File: src/hw/rtl/vbd_pkg.sv
`timescale 1ns / 1ps
// ----------------------------------------------------------------------------
// vbd_pkg
// Shared types, constants and format helpers for the vertical box downscaler.
// ----------------------------------------------------------------------------
package vbd_pkg;

    localparam int MaxRowElements = 4096;
    localparam int AddrWidth      = $clog2(MaxRowElements);
    localparam int SumWidth       = 49;
    localparam int RndWidth       = SumWidth + 1;
    localparam int SampleWidth    = 33;
    localparam int FactorWidth    = 16;
    localparam int FormatWidth    = 3;
    localparam int LengthWidth    = 13;
    localparam int CfgDataWidth   = 16;
    localparam int CfgIndexWidth  = 2;
    localparam int DivSteps       = RndWidth;
    localparam int DivCountWidth  = $clog2(DivSteps + 1);
    localparam int FixShift       = 24;
    localparam int MultWidth      = FixShift + 1;

    localparam logic [CfgIndexWidth-1:0] REG_SHRINK_FACTOR = 2'd0;
    localparam logic [CfgIndexWidth-1:0] REG_SAMPLE_FORMAT = 2'd1;
    localparam logic [CfgIndexWidth-1:0] REG_ROW_LENGTH    = 2'd2;

    localparam logic [FormatWidth-1:0] FMT_U8  = 3'd0;
    localparam logic [FormatWidth-1:0] FMT_S8  = 3'd1;
    localparam logic [FormatWidth-1:0] FMT_U16 = 3'd2;
    localparam logic [FormatWidth-1:0] FMT_S16 = 3'd3;
    localparam logic [FormatWidth-1:0] FMT_U32 = 3'd4;

    typedef enum logic [2:0] {
        ST_IDLE,
        ST_UPDATE,
        ST_DIV,
        ST_MUL,
        ST_RESULT
    } state_t;

    // Take the low 8, 16 or 32 bits, zero or sign extended per format.
    function automatic logic [SampleWidth-1:0] fit_format(
        input logic [SampleWidth-1:0] v,
        input logic [FormatWidth-1:0] fmt
    );
        logic [SampleWidth-1:0] r;
        case (fmt)
            FMT_U8:  r = {25'b0, v[7:0]};
            FMT_S8:  r = {{25{v[7]}}, v[7:0]};
            FMT_U16: r = {17'b0, v[15:0]};
            FMT_S16: r = {{17{v[15]}}, v[15:0]};
            FMT_U32: r = {1'b0, v[31:0]};
            default: r = {v[31], v[31:0]};
        endcase
        return r;
    endfunction

endpackage

File: src/hw/rtl/vbd_divider.sv
`timescale 1ns / 1ps
// ----------------------------------------------------------------------------
// vbd_divider
// Unsigned restoring divider, one quotient bit per cycle.
// ----------------------------------------------------------------------------
module vbd_divider (
    input  logic                               clk,
    input  logic                               rst_n,
    input  logic                               start,
    input  logic [vbd_pkg::RndWidth-1:0]       dividend,
    input  logic [vbd_pkg::FactorWidth-1:0]    divisor,
    output logic                               done,
    output logic [vbd_pkg::RndWidth-1:0]       quotient
);

    logic [vbd_pkg::RndWidth-1:0]      quo_reg;
    logic [vbd_pkg::FactorWidth-1:0]   rem_reg;
    logic [vbd_pkg::FactorWidth-1:0]   div_reg;
    logic [vbd_pkg::DivCountWidth-1:0] cnt_reg;
    logic                              busy_reg;
    logic                              done_reg;
    logic [vbd_pkg::FactorWidth:0]     trial;
    logic                              fits;

    assign trial = {rem_reg, quo_reg[vbd_pkg::RndWidth-1]};
    assign fits  = trial >= {1'b0, div_reg};

    always_ff @(posedge clk or negedge rst_n)
    begin
        if (!rst_n)
        begin
            busy_reg <= 1'b0;
            done_reg <= 1'b0;
            cnt_reg  <= '0;
        end
        else
        begin
            done_reg <= busy_reg && (cnt_reg == vbd_pkg::DivCountWidth'(1));
            if (start)
            begin
                busy_reg <= 1'b1;
                cnt_reg  <= vbd_pkg::DivCountWidth'(vbd_pkg::DivSteps);
            end
            else if (busy_reg)
            begin
                cnt_reg <= cnt_reg - 1'b1;
                if (cnt_reg == vbd_pkg::DivCountWidth'(1))
                begin
                    busy_reg <= 1'b0;
                end
            end
        end
    end

    always_ff @(posedge clk)
    begin
        if (start)
        begin
            quo_reg <= dividend;
            rem_reg <= '0;
            div_reg <= divisor;
        end
        else if (busy_reg)
        begin
            // shift in the next dividend bit, subtract when it fits
            quo_reg <= {quo_reg[vbd_pkg::RndWidth-2:0], fits};
            rem_reg <= fits ? vbd_pkg::FactorWidth'(trial - {1'b0, div_reg})
                            : vbd_pkg::FactorWidth'(trial);
        end
    end

    assign done     = done_reg;
    assign quotient = quo_reg;

endmodule

File: config.mk
export PLATFORM = sky130hd
export DESIGN_NAME = vbd_divider
export DESIGN_NICKNAME = d
export VERILOG_FILES = /design/src/hw/rtl/vbd_pkg.sv /design/src/hw/rtl/vbd_divider.sv
export SDC_FILE = /design/constraint.sdc
export NUM_CORES = 1
export LEC_CHECK = 0
export ABC_AREA = 1
export BUFFER_PORTS_ARGS = -buffer_cell sky130_fd_sc_hd__buf_2
export CAP_MARGIN = 20
export CORE_MARGIN = 5
export CORE_UTILIZATION = 50
export DETAILED_ROUTE_END_ITERATION = 10
export MAX_ROUTING_LAYER = met4
export PLACE_DENSITY = 0.75
export SYNTH_ARGS = -nofsm -noshare
export SYNTH_HDL_FRONTEND = slang
export SYNTH_SLANG_ARGS = --single-unit
File: constraint.sdc
create_clock -name clk -period 3.5 [get_ports clk]
set_input_delay 0.175 -clock clk [delete_from_list [all_inputs] [get_ports clk]]
set_output_delay 0.175 -clock clk [all_outputs]
set_load 0.05 [all_outputs]
==> qor.csv <==
metric,value,unit
Worst Max-Slew Pin Slew,0.875,ns
maximum root-to-sink buffer count,2,
Clock Pin Slew Worst Setup and Hold Paths,0.09,ns
final hold vios,0,
unrepaired setup endpoints after global routing,false,
Worst EP required,3.81,ns
Critical Path End,rem_reg[8],
reg2reg setup slack,1.43,ns
chip height,109,µm
post-CTS setup buffer count,0,
Placer Congestion,0.915,
largest net degree at the start of global routing,56,
WS Path Type,reg -> reg,
drt first pass iters,4,
CTS Sinks,90,
Root Buffer,clkbuf_8,
chip width,109,µm
status,finished clean,
most frequent cells in the layout,"nand2_1, buf_2, edfxtp_1",
Ports,120,
initial core utilization,50.7,%
Rel. slew slack,41.6,%
Setup crit start kind,flip-flop,
synth warn,0,
Finish-stage setup viols,0,
DP HPWL,8.47,mm
grt total ovfl,0,
Internal,2.27,mW
antenna violations before repair,0,
pins over their slew limit,0,
cts repair resizes,0,
reg-to-reg critical path startpoint,rem_reg[13],
P_leak,3.16,nW
Sw Ratio,42.0,%
vias in the first global route,4223,
TritonCTS clock tree,built,
Detail Route Antenna Nets,0,
VDD IR-drop max,296,µV
port buffer count,119,
reg2reg path depth,9,
gr usage total,21.7,%
Area Growth Syn to Fin,21.4,%
hold crit path type,in -> reg,
residual DRC count,0,
syn_area_per_cell,8.33,µm²
Max-Cap Viols,0,
max reg flops,50,
Comb pwr share,45.2,%
Netlist cell types,37,
PD cells,656,nW/µm²
Std-Cell Rows,36,
Core ar.,9680,µm²
Die ar.,11900,µm²
clock skew,0.00666,ns
Setup crit end kind,flip-flop,
final WL,11.7,mm
final setup margin,1.43,ns
first-pass GRT wire length,19.6,mm
FMAX,0.482,GHz
pre-CTS setup slack,1.46,ns
CTS H-Tree Depth,3,
Reg power frac,36.9,%
clock period minus final worst setup slack,2.07,ns
Clock Power Share,17.9,%
Critical Path Source,rem_reg[13],
share of the yosys chip area belonging to registers,51.0,%
Post-Syn Area,4910,µm²
Setup TNS Final,0,ns
Layout Nets,811,
Skew-Pair Late Insertion Delay,0.36,ns
Avg Vias per Cell,4.87,
syn_nets,677,
via count,4196,
"critical path fanouts, max",18,
CP Data Arrival Time,2.38,ns
Final Cycle Share,59.2,%
drt initial violations,275,
number of antenna diodes,0,
Avg WL per Cell,13.6,µm
share of cells above drive strength 1,23.6,%
net switching power,1.64,mW
register bit count reported by yosys,90,
"most common cell after layout, fill and taps aside",nand2_1,
post-synthesis instance total,589,
RR Endpoint,rem_reg[8],
Num CTS Buffers,9,
-- synth_stat cells --
master | instances | area share (%)
nand2_1 | 275 | 21
edfxtp_1 | 66 | 40
inv_1 | 61 | 4.7
nand3_1 | 27 | 2.8
ha_1 | 18 | 4.6
nand3b_1 | 18 | 2.8
dfxtp_1 | 16 | 6.5
nand2_2 | 15 | 1.9
a21oi_1 | 13 | 1.3
clkbuf_1 | 11 | 0.84
nor2_1 | 11 | 0.84
dfrtp_1 | 8 | 4.1
inv_2 | 6 | 0.46
o21ai_0 | 5 | 0.51
xnor2_1 | 5 | 0.89
nand4_1 | 4 | 0.51
nand2_4 | 3 | 0.69
nand3_2 | 3 | 0.61
nor2_2 | 3 | 0.38
nor3_1 | 3 | 0.31
buf_6 | 2 | 0.46
a21oi_4 | 1 | 0.33
a22oi_1 | 1 | 0.15
a31oi_1 | 1 | 0.13
buf_1 | 1 | 0.076
buf_12 | 1 | 0.41
buf_2 | 1 | 0.10
buf_4 | 1 | 0.15
fa_1 | 1 | 0.41
nand3b_2 | 1 | 0.23
nor2_4 | 1 | 0.23
nor2_8 | 1 | 0.41
nor3_2 | 1 | 0.20
nor4_1 | 1 | 0.13
o21a_1 | 1 | 0.15
o21bai_1 | 1 | 0.15
xor2_1 | 1 | 0.18
-- power groups by stage --
stage	Clock (mW)	Combinational, mW	Sequential [mW]
after floorplan	0	1.25	1.64
after global placement	0	1.71	1.46
after detailed placement	0	1.74	1.46
after CTS	0.718	1.76	1.44
after global routing	0.761	1.98	1.46
final	0.699	1.76	1.44
-- layer usage --
metal / track usage [%] / routed length [µm] / vias up
met5: - / 0 / -
met4: 8.75 / 263 / 0
met3: 4.38 / 748 / 22
met2: 33.8 / 5470 / 135
met1: 27.8 / 5270 / 1906
li1: - / - / 2133
-- cells by family after synthesis --
group	after synthesis	share of synthesized area, %
buf+inv	84	7.17
fa+ha+maj	19	5.00
simple gates	367	33.0
xor+xnor	6	1.07
compound gates	23	2.75
flops	90	51.0
-- per-stage QoR --
stage / cell area, µm² / power [mW] / std cells / hold slack [ns] / utilization [%]
after floorplan: 4910 / 2.89 / 589 / -0.121 / -
after global placement: 5600 / 3.17 / 828 / 0.0284 / 57.8
after CTS: 5960 / 3.92 / 861 / 0.0639 / 61.5
after global routing: 5960 / 4.20 / 861 / 0.0753 / 61.5
after detailed placement: 5600 / 3.20 / 828 / 0.0312 / 57.8
final: 5960 / 3.91 / 861 / 0.0806 / 61.5
-- worst min-delay path by stage --
| stage | from | to | slack [ns] | cells after the start |
|---|---|---|---|---|
| 4_1_cts | dividend[21] | quotient[21] | 0.06 | 3 |
| 3_3_place_gp | rst_n | done | 0.03 | 1 |
| 3_5_place_dp | rst_n | done | 0.03 | 1 |
| 5_1_grt | dividend[48] | quotient[48] | 0.08 | 3 |
| 2_1_floorplan | rst_n | busy_reg | -0.12 | 0 |
| 6_report | dividend[21] | quotient[21] | 0.08 | 3 |
-- critical path, cell delays in order (launching register included) --
cell,delay (ns)
dfxtp_1,0.35
ha_1,0.39
a21oi_1,0.23
o21a_1,0.19
nand2_4,0.08
nor2_8,0.26
nand2_4,0.24
nand2_1,0.13
nand3_1,0.08
nand2_1,0.06
-- final cells by class --
type | instances | area [µm²]
well taps | 133 | 166
fillers | 859 | 3730
multi-input cells | 415 | 2050
clock buffers | 12 | 135
flip-flops and latches | 90 | 2500
clock inverters | 4 | 52.6
repair buffers | 140 | 796
inverters | 67 | 251
-- what timing repair did --
action,in CTS,in global routing
endpoints found under the setup margin,0,0
hold buffers,17,0
hold endpoints to repair,24,0
Note: power is estimated with default switching activity, not from simulation.
